## src/design/eod_pkg.sv

```systemverilog
// Shared constants and codes for the envelope onset detector.
// Holds configuration register indexes, field widths and reset values; no dependencies.
package eod_pkg;

    // Configuration port geometry.
    localparam int CFG_DATA_BITS  = 24;
    localparam int CFG_INDEX_BITS = 3;

    // Register indexes on the configuration port.
    typedef enum logic [CFG_INDEX_BITS-1:0] {
        CFG_ATTACK_WEIGHT   = 3'd0,
        CFG_RELEASE_WEIGHT  = 3'd1,
        CFG_THRESHOLD_RATIO = 3'd2,
        CFG_NOISE_FLOOR     = 3'd3,
        CFG_COOLDOWN_FRAMES = 3'd4
    } cfg_index_t;

    // Fixed field widths.
    localparam int WEIGHT_REG_BITS = 24;
    localparam int RATIO_BITS      = 16;
    localparam int RATIO_FRAC      = 12;
    localparam int NOISE_BITS      = 16;
    localparam int COOLDOWN_BITS   = 24;
    localparam int FRAME_BITS      = 32;
    localparam int LEVEL_BITS      = 16;

    // Register values after reset.
    localparam logic [WEIGHT_REG_BITS-1:0] ATTACK_RESET   = 24'd43637;
    localparam logic [WEIGHT_REG_BITS-1:0] RELEASE_RESET  = 24'd1398;
    localparam logic [RATIO_BITS-1:0]      RATIO_RESET    = 16'd12953;
    localparam logic [NOISE_BITS-1:0]      NOISE_RESET    = 16'd491;
    localparam logic [COOLDOWN_BITS-1:0]   COOLDOWN_RESET = 24'd7200;

endpackage

```

## src/design/envelope_onset_detector.sv

```systemverilog
// Envelope onset detector top level: frame peak, envelope update and onset decision.
// Depends on eod_pkg, eod_peak_tracker and eod_serial_mul.
//
//   Channel   Direction  Handshake          Word
//   s_*       in         s_valid/s_ready    sample, frame_end
//   m_*       out        m_valid/m_ready    onset, frame_index, peak, envelope_level
//   cfg_wr_*  in         cfg_wr_en          index, data (no read-back)
//
// A sample without the frame mark is taken whenever the detector is idle. After a frame
// ends, s_ready stays low while the shared serial multiplier walks the weight bits for
// the envelope step and then the 16 ratio bits for the threshold.
// Reset is synchronous and active low; it clears the envelope, counters and peak
// and loads the register defaults. A stalled result holds in the output register
// while further samples of the next frame are still accepted.
module envelope_onset_detector
    import eod_pkg::*;
#(
    parameter int SAMPLE_BITS      = 16,
    parameter int WEIGHT_FRAC_BITS = 24
) (
    input  logic                      aclk,
    input  logic                      aresetn,
    input  logic                      s_valid,
    output logic                      s_ready,
    input  logic [SAMPLE_BITS-1:0]    s_sample,
    input  logic                      s_frame_end,
    output logic                      m_valid,
    input  logic                      m_ready,
    output logic                      m_onset,
    output logic [FRAME_BITS-1:0]     m_frame_index,
    output logic [LEVEL_BITS-1:0]     m_peak,
    output logic [LEVEL_BITS-1:0]     m_envelope_level,
    input  logic                      cfg_wr_en,
    input  logic [CFG_INDEX_BITS-1:0] cfg_wr_index,
    input  logic [CFG_DATA_BITS-1:0]  cfg_wr_data
);

    localparam int ENV_BITS   = SAMPLE_BITS + WEIGHT_FRAC_BITS;
    localparam int B_BITS     = (WEIGHT_FRAC_BITS > RATIO_BITS) ? WEIGHT_FRAC_BITS : RATIO_BITS;
    localparam int CNT_BITS   = $clog2(B_BITS + 1);
    localparam int WSAT_BITS  = (WEIGHT_FRAC_BITS > WEIGHT_REG_BITS) ?
                                WEIGHT_FRAC_BITS : WEIGHT_REG_BITS;
    localparam int WIDE_BITS  = (SAMPLE_BITS > LEVEL_BITS) ? SAMPLE_BITS : LEVEL_BITS;
    localparam int THR_SHIFT  = WEIGHT_FRAC_BITS + RATIO_FRAC - RATIO_BITS;

    typedef enum logic [5:0] {
        ST_IDLE    = 6'b000001,
        ST_PREP    = 6'b000010,
        ST_UPD_MUL = 6'b000100,
        ST_APPLY   = 6'b001000,
        ST_THR_MUL = 6'b010000,
        ST_DECIDE  = 6'b100000
    } state_t;

    state_t state_reg;

    // Configuration registers.
    logic [WEIGHT_REG_BITS-1:0] attack_weight_reg;
    logic [WEIGHT_REG_BITS-1:0] release_weight_reg;
    logic [RATIO_BITS-1:0]      threshold_ratio_reg;
    logic [NOISE_BITS-1:0]      noise_floor_reg;
    logic [COOLDOWN_BITS-1:0]   cooldown_frames_reg;

    // Detector state.
    logic [ENV_BITS-1:0]    envelope_reg;
    logic [FRAME_BITS-1:0]  frame_count_reg;
    logic [FRAME_BITS-1:0]  last_onset_frame_reg;
    logic                   onset_seen_reg;
    logic [SAMPLE_BITS-1:0] peak_reg;
    logic                   rising_reg;

    // Output word.
    logic                   m_valid_reg;
    logic                   m_onset_reg;
    logic [FRAME_BITS-1:0]  m_frame_index_reg;
    logic [LEVEL_BITS-1:0]  m_peak_reg;
    logic [LEVEL_BITS-1:0]  m_level_reg;

    logic                   s_accept;
    logic [SAMPLE_BITS-1:0] peak_now;

    logic                   mul_start;
    logic [ENV_BITS-1:0]    mul_a;
    logic [B_BITS-1:0]      mul_b;
    logic [CNT_BITS-1:0]    mul_nbits;
    logic                   mul_busy;
    logic [ENV_BITS-1:0]    mul_result;

    logic [ENV_BITS-1:0]    peak_fx;
    logic                   rising;
    logic [ENV_BITS-1:0]    env_diff;
    logic [WSAT_BITS-1:0]   weight_wide;
    logic [WSAT_BITS-1:0]   frac_mask_wide;
    logic [WEIGHT_FRAC_BITS-1:0] weight_sat;
    logic [ENV_BITS-1:0]    envelope_next;
    logic [ENV_BITS-1:0]    thr_lhs;
    logic [WIDE_BITS-1:0]   peak_wide;
    logic [WIDE_BITS-1:0]   noise_wide;
    logic [WIDE_BITS-1:0]   level_wide;
    logic [FRAME_BITS-1:0]  frame_dist;
    logic                   onset_hit;
    logic                   out_free;

    assign s_ready  = (state_reg == ST_IDLE);
    assign s_accept = s_valid && s_ready;
    assign out_free = !m_valid_reg || m_ready;

    eod_peak_tracker #(
        .SAMPLE_BITS (SAMPLE_BITS)
    ) u_peak (
        .aclk      (aclk),
        .aresetn   (aresetn),
        .accept    (s_accept),
        .sample    (s_sample),
        .frame_end (s_frame_end),
        .peak_now  (peak_now)
    );

    eod_serial_mul #(
        .A_BITS   (ENV_BITS),
        .B_BITS   (B_BITS),
        .CNT_BITS (CNT_BITS)
    ) u_mul (
        .aclk    (aclk),
        .aresetn (aresetn),
        .start   (mul_start),
        .a       (mul_a),
        .b       (mul_b),
        .nbits   (mul_nbits),
        .busy    (mul_busy),
        .result  (mul_result)
    );

    // Configuration writes; an index beyond the list is ignored.
    always_ff @(posedge aclk) begin
        if (!aresetn) begin
            attack_weight_reg   <= ATTACK_RESET;
            release_weight_reg  <= RELEASE_RESET;
            threshold_ratio_reg <= RATIO_RESET;
            noise_floor_reg     <= NOISE_RESET;
            cooldown_frames_reg <= COOLDOWN_RESET;
        end else if (cfg_wr_en) begin
            case (cfg_wr_index)
                CFG_ATTACK_WEIGHT:   attack_weight_reg   <= cfg_wr_data[WEIGHT_REG_BITS-1:0];
                CFG_RELEASE_WEIGHT:  release_weight_reg  <= cfg_wr_data[WEIGHT_REG_BITS-1:0];
                CFG_THRESHOLD_RATIO: threshold_ratio_reg <= cfg_wr_data[RATIO_BITS-1:0];
                CFG_NOISE_FLOOR:     noise_floor_reg     <= cfg_wr_data[NOISE_BITS-1:0];
                CFG_COOLDOWN_FRAMES: cooldown_frames_reg <= cfg_wr_data[COOLDOWN_BITS-1:0];
                default: ;
            endcase
        end
    end

    // Envelope step setup: direction, distance and the saturated weight.
    assign peak_fx        = {peak_reg, {WEIGHT_FRAC_BITS{1'b0}}};
    assign rising         = peak_fx > envelope_reg;
    assign env_diff       = rising ? (peak_fx - envelope_reg) : (envelope_reg - peak_fx);
    assign weight_wide    = rising ? WSAT_BITS'(attack_weight_reg)
                                   : WSAT_BITS'(release_weight_reg);
    assign frac_mask_wide = WSAT_BITS'({WEIGHT_FRAC_BITS{1'b1}});
    assign weight_sat     = (weight_wide > frac_mask_wide) ? {WEIGHT_FRAC_BITS{1'b1}}
                                                           : weight_wide[WEIGHT_FRAC_BITS-1:0];

    // The step never carries the envelope past the peak.
    assign envelope_next = rising_reg ? (envelope_reg + mul_result)
                                      : (envelope_reg - mul_result);

    // Multiplier loads: weight times distance, then envelope times ratio.
    always_comb begin
        mul_start = 1'b0;
        mul_a     = env_diff;
        mul_b     = B_BITS'(weight_sat);
        mul_nbits = CNT_BITS'(WEIGHT_FRAC_BITS);
        case (state_reg)
            ST_PREP: begin
                mul_start = 1'b1;
            end
            ST_APPLY: begin
                mul_start = 1'b1;
                mul_a     = envelope_next;
                mul_b     = B_BITS'(threshold_ratio_reg);
                mul_nbits = CNT_BITS'(RATIO_BITS);
            end
            default: ;
        endcase
    end

    // Onset decision. Both sides of the ratio test are scaled down by 2^16, which
    // keeps the strict comparison exact against the floored product.
    assign thr_lhs    = ENV_BITS'({peak_reg, {THR_SHIFT{1'b0}}});
    assign peak_wide  = WIDE_BITS'(peak_reg);
    assign noise_wide = WIDE_BITS'(noise_floor_reg);
    assign frame_dist = frame_count_reg - last_onset_frame_reg;
    assign onset_hit  = (thr_lhs > mul_result) && (peak_wide > noise_wide) &&
                        (!onset_seen_reg ||
                         (frame_dist > FRAME_BITS'(cooldown_frames_reg)));
    assign level_wide = WIDE_BITS'(envelope_reg[ENV_BITS-1:WEIGHT_FRAC_BITS]);

    // Sequencer for one frame.
    always_ff @(posedge aclk) begin
        if (!aresetn) begin
            state_reg            <= ST_IDLE;
            envelope_reg         <= '0;
            frame_count_reg      <= '0;
            last_onset_frame_reg <= '0;
            onset_seen_reg       <= 1'b0;
        end else begin
            case (state_reg)
                ST_IDLE: begin
                    if (s_accept && s_frame_end) begin
                        state_reg <= ST_PREP;
                    end
                end
                ST_PREP: begin
                    state_reg <= ST_UPD_MUL;
                end
                ST_UPD_MUL: begin
                    if (!mul_busy) begin
                        state_reg <= ST_APPLY;
                    end
                end
                ST_APPLY: begin
                    envelope_reg <= envelope_next;
                    state_reg    <= ST_THR_MUL;
                end
                ST_THR_MUL: begin
                    if (!mul_busy) begin
                        state_reg <= ST_DECIDE;
                    end
                end
                ST_DECIDE: begin
                    if (out_free) begin
                        if (onset_hit) begin
                            onset_seen_reg       <= 1'b1;
                            last_onset_frame_reg <= frame_count_reg;
                        end
                        if (frame_count_reg != {FRAME_BITS{1'b1}}) begin
                            frame_count_reg <= frame_count_reg + 1'b1;
                        end
                        state_reg <= ST_IDLE;
                    end
                end
                default: begin
                    state_reg <= ST_IDLE;
                end
            endcase
        end
    end

    // Result handshake: valid rises as a word is loaded and falls once it is taken.
    always_ff @(posedge aclk) begin
        if (!aresetn) begin
            m_valid_reg <= 1'b0;
        end else if (state_reg == ST_DECIDE && out_free) begin
            m_valid_reg <= 1'b1;
        end else if (m_ready) begin
            m_valid_reg <= 1'b0;
        end
    end

    // Frame peak capture and step direction.
    always_ff @(posedge aclk) begin
        if (s_accept && s_frame_end) begin
            peak_reg <= peak_now;
        end
        if (state_reg == ST_PREP) begin
            rising_reg <= rising;
        end
    end

    // Output word, loaded as the result is handed over.
    always_ff @(posedge aclk) begin
        if (state_reg == ST_DECIDE && out_free) begin
            m_onset_reg       <= onset_hit;
            m_frame_index_reg <= frame_count_reg;
            m_peak_reg        <= peak_wide[LEVEL_BITS-1:0];
            m_level_reg       <= level_wide[LEVEL_BITS-1:0];
        end
    end

    assign m_valid          = m_valid_reg;
    assign m_onset          = m_onset_reg;
    assign m_frame_index    = m_frame_index_reg;
    assign m_peak           = m_peak_reg;
    assign m_envelope_level = m_level_reg;

endmodule

```

## src/design/eod_serial_mul.sv

```systemverilog
// Serial-parallel multiplier: one multiplier bit per cycle, LSB first.
// Gives floor(a * b / 2^nbits) exactly; no package dependencies.
module eod_serial_mul #(
    parameter int A_BITS   = 40,
    parameter int B_BITS   = 24,
    parameter int CNT_BITS = 5
) (
    input  logic                aclk,
    input  logic                aresetn,
    input  logic                start,
    input  logic [A_BITS-1:0]   a,
    input  logic [B_BITS-1:0]   b,
    input  logic [CNT_BITS-1:0] nbits,
    output logic                busy,
    output logic [A_BITS-1:0]   result
);

    logic [A_BITS-1:0]   acc_reg;
    logic [A_BITS-1:0]   a_reg;
    logic [B_BITS-1:0]   b_reg;
    logic [CNT_BITS-1:0] cnt_reg;
    logic                busy_reg;
    logic [A_BITS:0]     sum;

    // Partial sum for the current multiplier bit; the low bit shifts out each cycle.
    assign sum = {1'b0, acc_reg} + (b_reg[0] ? {1'b0, a_reg} : '0);

    // Control: count down the multiplier bits.
    always_ff @(posedge aclk) begin
        if (!aresetn) begin
            busy_reg <= 1'b0;
            cnt_reg  <= '0;
        end else if (start) begin
            busy_reg <= (nbits != '0);
            cnt_reg  <= nbits;
        end else if (busy_reg) begin
            cnt_reg <= cnt_reg - 1'b1;
            if (cnt_reg == CNT_BITS'(1)) begin
                busy_reg <= 1'b0;
            end
        end
    end

    // Datapath: accumulate and shift right, keeping the floor of the product.
    always_ff @(posedge aclk) begin
        if (start) begin
            acc_reg <= '0;
            a_reg   <= a;
            b_reg   <= b;
        end else if (busy_reg) begin
            acc_reg <= sum[A_BITS:1];
            b_reg   <= b_reg >> 1;
        end
    end

    assign busy   = busy_reg;
    assign result = acc_reg;

endmodule

```

## src/design/eod_peak_tracker.sv

```systemverilog
// Running peak magnitude of the channel samples of the current frame.
// Takes the sample word and frame mark; no package dependencies.
module eod_peak_tracker #(
    parameter int SAMPLE_BITS = 16
) (
    input  logic                   aclk,
    input  logic                   aresetn,
    input  logic                   accept,
    input  logic [SAMPLE_BITS-1:0] sample,
    input  logic                   frame_end,
    output logic [SAMPLE_BITS-1:0] peak_now
);

    logic [SAMPLE_BITS-1:0] frame_peak_reg;
    logic [SAMPLE_BITS-1:0] mag;

    // Magnitude of a two's complement sample; the most negative value maps to 2^(S-1).
    assign mag = sample[SAMPLE_BITS-1] ? (~sample + 1'b1) : sample;

    // Peak including the sample currently offered.
    assign peak_now = (mag > frame_peak_reg) ? mag : frame_peak_reg;

    // Hold the peak until the frame closes, then start over from zero.
    always_ff @(posedge aclk) begin
        if (!aresetn) begin
            frame_peak_reg <= '0;
        end else if (accept) begin
            frame_peak_reg <= frame_end ? '0 : peak_now;
        end
    end

endmodule
```

## config.mk

```make
export PLATFORM = sky130hd
export DESIGN_NAME = envelope_onset_detector
export DESIGN_NICKNAME = d
export VERILOG_FILES = /design/src/design/eod_pkg.sv /design/src/design/envelope_onset_detector.sv /design/src/design/eod_serial_mul.sv /design/src/design/eod_peak_tracker.sv
export SDC_FILE = /design/constraint.sdc
export NUM_CORES = 1
export LEC_CHECK = 0
export BUFFER_PORTS_ARGS = -buffer_cell sky130_fd_sc_hd__buf_2
export CAP_MARGIN = 25
export CORE_MARGIN = 4
export CORE_UTILIZATION = 47
export DETAILED_ROUTE_END_ITERATION = 10
export GPL_TIMING_DRIVEN = 0
export PLACE_DENSITY = 0.68
export SKIP_CTS_REPAIR_TIMING = 1
export SYNTH_ARGS = -nofsm -noshare
export SYNTH_HDL_FRONTEND = slang
export SYNTH_HIERARCHICAL = 1
export SYNTH_SLANG_ARGS = --single-unit
```

## constraint.sdc

```tcl
create_clock -name aclk -period 9.4 [get_ports aclk]
set_input_delay 0.94 -clock aclk [delete_from_list [all_inputs] [get_ports aclk]]
set_output_delay 0.94 -clock aclk [all_outputs]
set_load 0.05 [all_outputs]
```

# Word level (Yosys, flattened, before mapping)
# Cells that the tools add are included.
# op_classes
add_sub_neg	9
order_cmp	6
n_eq_ne	16
n_mux	26
n_bitwise	1
reduce_logical	22
# ops
operator	count
$mux 40	4
$mux 24	5
$sub 40x40->40	3
$mux 16	3
$add 40x41->41	1
$add 40x40->40	1
$gt 36x40->1	1
$gt 40x40->1	1
$pmux 6 s6	1
$add 32x1->32 const B	1
$gt 16x16->1	2
$gt 32x24->1	1
$ne 32x32->1 const B	1
$sub 32x32->32	1
$gt 24x24->1 const B	1
$mux 6	4
$add 16x1->16 const B	1
$not 16->16	1
$mux 5	2
$reduce_and 2->1	5
$eq 3x2->1 const B	2
$eq 6x1->1 const B	1
$eq 6x2->1 const B	1
$eq 6x3->1 const B	1
other kinds (20)	35
# totals
regBits	424
input_bits	49
out_inout_bits	67
wordCells	103

# Logic depth before layout (Yosys ltp)
# Gate-level depths: netlist (run 1).
# logic_depth
depth_word	6
ltp_mapped	25
depth_no_buf	23

# Cells and area by module
# The synthesis (run 1) kept the hierarchy.
# by_module_without_submodules
module	n_inst	cells_per_inst	area_each_um2	seq_area_each_um2
envelope_onset_detector	1	2430	19492.4	6786.5
eod_serial_mul	1	687	6573.8	2842.7
eod_peak_tracker	1	299	2127.0	320.3

# Least setup slack after synthesis (run 1)
# Ideal clock, no wire load.
# synth_timing
kind	flip-flop to flip-flop
from	register frame_count_reg[0]
to	register m_onset_reg (netlist: m_onset), data pin
setup_time_ns	0.267
arrival_time_ns	4.468
setup_slack_ns	4.665
stages_incl_launch_ff	25
n_path_buf	2
period_less_slack_ns	4.735
cell_sequence	dfxtp_1 inv_1 ha_1 inv_1 fa_1 a211oi_1 o21ai_0 nand2_1 o221ai_1 a21oi_1 o21ai_0 a21o_1 a21oi_1 xnor2_1 ha_1 and3_1 a221oi_1 o21ai_0 a2111oi_0 o221a_2 and4_1 and4_1 buf_2 buf_4 nor2_1
# synth_via
elab_chain_len	4
# synth_lines
item	line	rtl
start, declared	envelope_onset_detector.sv:66	logic [FRAME_BITS-1:0] frame_count_reg;
start signal, assigned	envelope_onset_detector.sv:238	frame_count_reg <= frame_count_reg + 1'b1;
$sub 32x32->32	envelope_onset_detector.sv:193	assign frame_dist = frame_count_reg - last_onset_frame_reg;
$gt 32x24->1	envelope_onset_detector.sv:196	(frame_dist > FRAME_BITS'(cooldown_frames_reg)));
$logic_or 1x1->1	envelope_onset_detector.sv:195	(!onset_seen_reg ||
$logic_and 1x1->1	envelope_onset_detector.sv:194	assign onset_hit = (thr_lhs > mul_result) && (peak_wide > noise_wide) &&
named net onset_hit	envelope_onset_detector.sv:101	logic onset_hit;
end signal, assigned	envelope_onset_detector.sv:274	m_onset_reg <= onset_hit;
end, declared	envelope_onset_detector.sv:74	logic m_onset_reg;
# The timed path passes the listed nets, and every way through them passes these cells.
# A chain may end at the register's enable or synchronous reset.

# Final worst setup path (run 1)
# layout_timing
from	register frame_count_reg[0]
to	register onset_seen_reg
# layout_via
elab_chain_len	5
# layout_lines
item	line	rtl
$sub 32x32->32	envelope_onset_detector.sv:193	
$gt 32x24->1	envelope_onset_detector.sv:196	
$logic_or 1x1->1	envelope_onset_detector.sv:195	
$logic_and 1x1->1	envelope_onset_detector.sv:194	
$reduce_and 3->1 (no line)	n/a	
end signal, assigned	envelope_onset_detector.sv:206	onset_seen_reg <= 1'b0;
end signal, assigned	envelope_onset_detector.sv:234	onset_seen_reg <= 1'b1;
end, declared	envelope_onset_detector.sv:68	logic onset_seen_reg;
# No other way between the ends.

==> results of run 1 <==
[layout by cell type (no fill, tap or decap), drive strengths merged, types with 22 or more instances in the layout]
| cell | count |
|---|---|
| nand3 | 82 |
| a21o | 72 |
| ha | 217 |
| a31oi | 66 |
| a211oi | 49 |
| xnor2 | 105 |
| nand4 | 89 |
| nor3 | 39 |
| mux2i | 22 |
| inv | 199 |
| o21ai | 192 |
| and2 | 63 |
| nand2 | 497 |
| o31ai | 58 |
| nor2b | 23 |
| o211ai | 23 |
| or3 | 23 |
| mux2 | 25 |
| nor2 | 216 |
| and3 | 31 |
| xor2 | 96 |
| edfxtp | 146 |
| buf | 145 |
| a21oi | 341 |
| clkbuf | 216 |
| dfxtp | 278 |
[kinds of logic (layout without fill, tap and decap cells)]
family / Yosys count / after routing
fa+ha+maj: 221 / 221
flops: 424 / 424
other cells: 2 / 8
mux: 47 / 47
buf+inv: 381 / 589
compound gates: 980 / 980
simple gates: 1160 / 1160
xor+xnor: 201 / 201
[report_power, final]
part / total [mW] / switching [mW] / internal, mW
registers: 2.34 / 0.230 / 2.11
clock network: 2.04 / 0.837 / 1.20
logic: 2.43 / 1.58 / 0.855
total: 6.82 / 2.65 / 4.17
[metal layers]
metal | up-vias | wire length (µm) | global-route usage
li1 | 12700 | - | -
met1 | 12500 | 40100 | 0.389
met2 | 968 | 39800 | 0.426
met3 | 126 | 7120 | 0.0434
met4 | 2 | 2070 | 0.0673
met5 | - | 11 | 0
[final timing paths]
path / end / slack (ns) / depth (start not counted)
worst max-delay path: onset_seen_reg / 2.93 / 24
worst min register to register: noise_floor_reg[9] / 0.45 / 2
worst min-delay path: noise_floor_reg[9] / 0.45 / 2
worst max register to register: onset_seen_reg / 2.93 / 24
[worst min-delay path, cell delays in order, from the launching register on]
cell	delay, ns
dfxtp_1	0.31
nand2_1	0.05
a21oi_1	0.05
[cell type report]
type	instances	area, µm²
fill	5745	27700
multi-input combinational	2617	16800
sequential	424	9950
clock buffer	57	1270
tap	773	967
buffer	186	769
inverter	195	737
timing repair buffer	118	643
clock inverter	33	424
[per-stage QoR]
step	area [µm²]	utilization	total power, mW	setup WS, ns
final	31500	0.532	6.82	2.93
after global routing	31500	0.532	7.18	2.76
after CTS	31500	0.532	6.78	3.18
after detailed placement	29800	0.503	4.73	3.23
after global placement	29800	0.502	4.71	2.24
after floorplan	28200	-	4.04	4.67
==> impl_metrics.yaml, run 1 <==
outcome:
  status: "finished clean"
final_layout:
  diodes: 0
  drive_above_1_share: 0.0813
  fin_cells: 4403
  nNetsFinal: 3860
  syn2layout_area_growth_pct: 11.8
global_route:
  grt_max_degree: 43
  grt_pass1_vias: 24100
  grt_overflow_total: 0
  grt.total_usage: 0.270
  antenna_found_initial: 1
  grt_pass1_wl_um: 138000
logic_synthesis:
  async_reset_ff_frac: 0
  synth_seq_area_share: 0.353
  synth-compound-area-share: 0.219
  synth_xor_area_frac: 0.0624
  muxShareOfSynthArea: 0.0179
  synth_top_area_cell: "dfxtp_1"
  synth.most_common_cell: "nand2_1"
  synth.area.top_cells: "dfxtp_1 20%, edfxtp_1 16%, ha_1 9.6%"
  syn_avg_cell_area_um2: 8.25
  synth_edf_count: 146
  synthAdderAreaFrac: 0.0991
  ys_warn_count: 6
  synth_top_family_by_area: "compound AO/OA/AOI/OAI gates"
  synth_simple_gate_area_frac: 0.195
  ys_seq_elements: 424
  synth_area_mm2: 0.0282
  synth_cells: 3416
  synth_common_cells: "497 x nand2_1, 340 x a21oi_1, 278 x dfxtp_1"
  netlist.area_leader.share: 0.197
  synth_flop_cell: "dfxtp_1"
  synth_cell_type_count: 95
setup_path:
  crit_chain: "inv_1, ha_1, inv_1, fa_1, a211oi_1, o21ai_0, nand2_1, o221ai_1, a21oi_1, o21ai_0, a21o_1, a21oi_1, xnor2_1, ha_1, and3_1, a221oi_1, o21ai_0, a2111oi_0, o221a_2, and4_1, nand4_1, clkbuf_1, nand3_1, a21oi_1"
  worst_setup_path_start_kind: "flip-flop"
  end_kind: "flip-flop"
  arrival_ns: 6.92
  r2r-start: "frame_count_reg[0]"
  crit_fanout: 10
  critPathSlowestCell: "a2111oi_0"
  cpLargestDelayFamily: "compound AO/OA/AOI/OAI gates"
  required_ns: 9.85
  crit_type: "reg -> reg"
  cp_num_buf_inv: 3
  slowest_delay_ns: 0.89
  cp-startpoint: "frame_count_reg[0]"
timing:
  hold_viol: 0
  grt_setup_unrepaired: "no"
  maxSlewHeadroom: 0.294
  fin_crit_sh: 0.688
  tns_ns: 0
  skew_ns: 0.0232
  min_period_ns: 6.47
  fin_hold_ws_ns: 0.455
  fmax_ghz: 0.155
  tightestPinTransition_ns: 1.06
  final-setup-viol-count: 0
  maxSlewViolCount: 0
cts:
  cts_tree: "yes"
  cts_sinks: 424
  cts_buffers: 48
  htree_num_levels: 2
  clk_latency_ns: 0.61
  clock_path_buffers: 3
  clk_pin_slew_ns: 0.06
  clockRootBuffer: "clkbuf_16"
worst_hold_path:
  hp-start: "noise_floor_reg[9]"
  hp-class: "reg -> reg"
drt:
  vias_per_cell: 5.95
  postRouteAntennaNets: 0
  first_iter_violations: 2359
  wl_um: 89100
  first_pass_iters: 8
  wl_per_cell_um: 20.2
  drcViolationCount: 0
  vias: 26200
power_and_ir_drop:
  p_leak_nw: 12.4
  power_density_mw_per_mm2: 216
  ir_worst_vdd_uv: 208
die:
  io-pin-count: 116
  initial_core_util: 0.476
  die_x_um: 253
  die_area_mm2: 0.0640
  coreArea_mm2: 0.0592
  rows: 89
  die_y_um: 253
place:
  dp_hpwl_um: 67000
  port-buffer-count: 114
  place_congestion: 0.986
  dp.cells: 4312
run:
  drv_cap: 0
Power figures use the tool's default switching activity.
==> inputs of run 2 (changes only) <==
--- a/config.mk
+++ b/config.mk
@@ -11,7 +11,7 @@
 export CORE_UTILIZATION = 47
 export DETAILED_ROUTE_END_ITERATION = 10
 export GPL_TIMING_DRIVEN = 0
-export PLACE_DENSITY = 0.68
+export PLACE_DENSITY = 0.71
 export SKIP_CTS_REPAIR_TIMING = 1
 export SYNTH_ARGS = -nofsm -noshare
 export SYNTH_HDL_FRONTEND = slang
==> constraint.sdc (replaced) <==
create_clock -name aclk -period 5.4 [get_ports aclk]
set_input_delay 0.54 -clock aclk [delete_from_list [all_inputs] [get_ports aclk]]
set_output_delay 0.54 -clock aclk [all_outputs]
set_load 0.05 [all_outputs]
==> run 2 against run 1 <==
Die area unchanged. Highest routed layer is now met4. Via count is 0.89% higher. Largest cell class unchanged. Non-clock buffer count rose by 1. Critical path type unchanged. First-iteration DRC count up 11%.
==> impl_metrics.yaml, run 2 (synthesis gave the netlist of run 1 again) <==
outcome:
  status: "finished clean"
setup_path:
  crit_chain: "clkbuf_1, nor3_1, and3_1, clkbuf_1, inv_1, clkbuf_1, clkbuf_2, nand2_2, clkbuf_1, nor2_1, clkbuf_1, inv_1, buf_16"
  crit_top_cell: "clkbuf_1"
  r2r-end: "u_mul/b_reg[3]"
  required_ns: 5.75
  arrival_ns: 5.55
  worst_setup_path_start_kind: "flip-flop"
  ff2ff_path_depth: 13
  crit_type: "reg -> reg"
  slowest_delay_ns: 0.65
  cp_num_buf_inv: 9
  critPathSlowestCell: "nor2_1"
  r2r_setup_slack_ns: 0.20
  end_kind: "flip-flop"
  crit_fanout: 22
  r2r-start: "state_reg[2]"
  cpLargestDelayFamily: "buffers and inverters"
power_and_ir_drop:
  p_clk_frac: 0.286
  switchingPower_mw: 4.59
  ir_worst_vdd_uv: 293
  switching_share: 0.393
  p_leak_nw: 12.4
  power_density_mw_per_mm2: 370
  power.internal_mw: 7.10
  fin_total_pwr_mw: 11.7
  power_frac_seq: 0.350
  comb_power_share: 0.364
worst_hold_path:
  whs_path_depth: 3
  hp-class: "in -> reg"
  holdPathEnd: "attack_weight_reg[21]"
  hp-start: "cfg_wr_data[21]"
cts:
  cts_buffers: 47
  clock_path_buffers: 3
  cts_sinks: 424
  cts_tree: "yes"
  clk_pin_slew_ns: 0.06
  clk_latency_ns: 0.62
  clockRootBuffer: "clkbuf_16"
  htree_num_levels: 2
drt:
  vias_per_cell: 6.00
  wl_per_cell_um: 20.2
  postRouteAntennaNets: 0
  first_iter_violations: 2621
  drcViolationCount: 0
  vias: 26400
  first_pass_iters: 5
  wl_um: 89100
place:
  dp_hpwl_um: 66800
  dp.cells: 4312
  place_congestion: 0.968
  port-buffer-count: 114
global_route:
  grt_overflow_total: 0
  antenna_found_initial: 3
  grt_max_degree: 43
  grt_pass1_vias: 24200
  grt_pass1_wl_um: 138000
  grt.total_usage: 0.269
final_layout:
  fin_cells: 4405
  syn2layout_area_growth_pct: 12.0
  final_common_cell: "nand2_1"
  drive_above_1_share: 0.0857
  n_fill_cell: 5645
  final_cell_mix: "496 x nand2_1, 338 x a21oi_1, 275 x dfxtp_1, 217 x ha_1, 215 x nor2_1"
  nNetsFinal: 3860
timing:
  final-setup-viol-count: 0
  fin_crit_sh: 0.962
  tns_ns: 0
  tightestPinTransition_ns: 0.995
  maxSlewHeadroom: 0.330
  hold_viol: 0
  skew_ns: 0.0233
  fmax_ghz: 0.192
  maxSlewViolCount: 0
  min_period_ns: 5.20
die:
  die_x_um: 253
  initial_core_util: 0.476
  die_area_mm2: 0.0640
  rows: 89
  io-pin-count: 116
  die_y_um: 253
  coreArea_mm2: 0.0592
run:
  drv_cap: 0
run 2: power by group through the flow:
stage	combinational (mW)	clock [mW]	sequential [mW]
2_1_floorplan	2.94	0	4.10
3_3_place_gp	4.04	0	4.13
3_5_place_dp	4.09	0	4.13
4_1_cts	4.13	3.41	4.07
5_1_grt	4.67	3.54	4.12
6_report	4.25	3.35	4.09
run 2: final cells by class:
class / instances / area [µm²] / area share
timing repair buffer: 121 / 676 / 0.0214
sequential: 424 / 9950 / 0.315
multi-input combinational: 2617 / 16900 / 0.534
tap: 773 / 967 / 0.0306
inverter: 195 / 737 / 0.0233
clock inverter: 28 / 292 / 0.00923
clock buffer: 60 / 1310 / 0.0414
buffer: 184 / 777 / 0.0246
antenna: 3 / 7.51 / 0.000238
run 2: worst max-delay path by stage:
stage | from | endpoint | slack (ns) | cells after the start
after floorplan | frame_count_reg[0] | m_onset | 0.67 | 24
after global placement | state_reg[2] | u_mul/b_reg[4] | -1.63 | 12
after detailed placement | frame_count_reg[0] | last_onset_frame_reg[28] | -0.75 | 24
after CTS | frame_count_reg[0] | last_onset_frame_reg[28] | -0.83 | 24
after global routing | frame_count_reg[0] | last_onset_frame_reg[3] | -0.07 | 24
final | state_reg[2] | u_mul/b_reg[3] | 0.20 | 13
run 2: worst register-to-register path, delay by kind of cell, from the launching register on:
kind | cells | cell delay, ns
and+or+nand+nor | 4 | 1.27
DFF | 1 | 0.31
buffers and inverters | 9 | 3.34
run 2: routing by layer:
metal,global-route usage,share of wire,vias up
met4,0.0909,0.033,0
met2,0.415,0.44,1082
met3,0.0402,0.080,167
met5,0,0,-
met1,0.388,0.45,12500
li1,-,-,12700
run 2: stage by stage:
step                      cell area, µm²  setup WS [ns]  utilization  hold WS (ns)
after floorplan                    28200          0.665            -         0.436
after CTS                          31400         -0.827        0.530         0.159
after global placement             29800          -1.63        0.502         0.443
final                              31600          0.203        0.533         0.191
after global routing               31600        -0.0691        0.533         0.187
after detailed placement           29800         -0.753        0.503         0.447
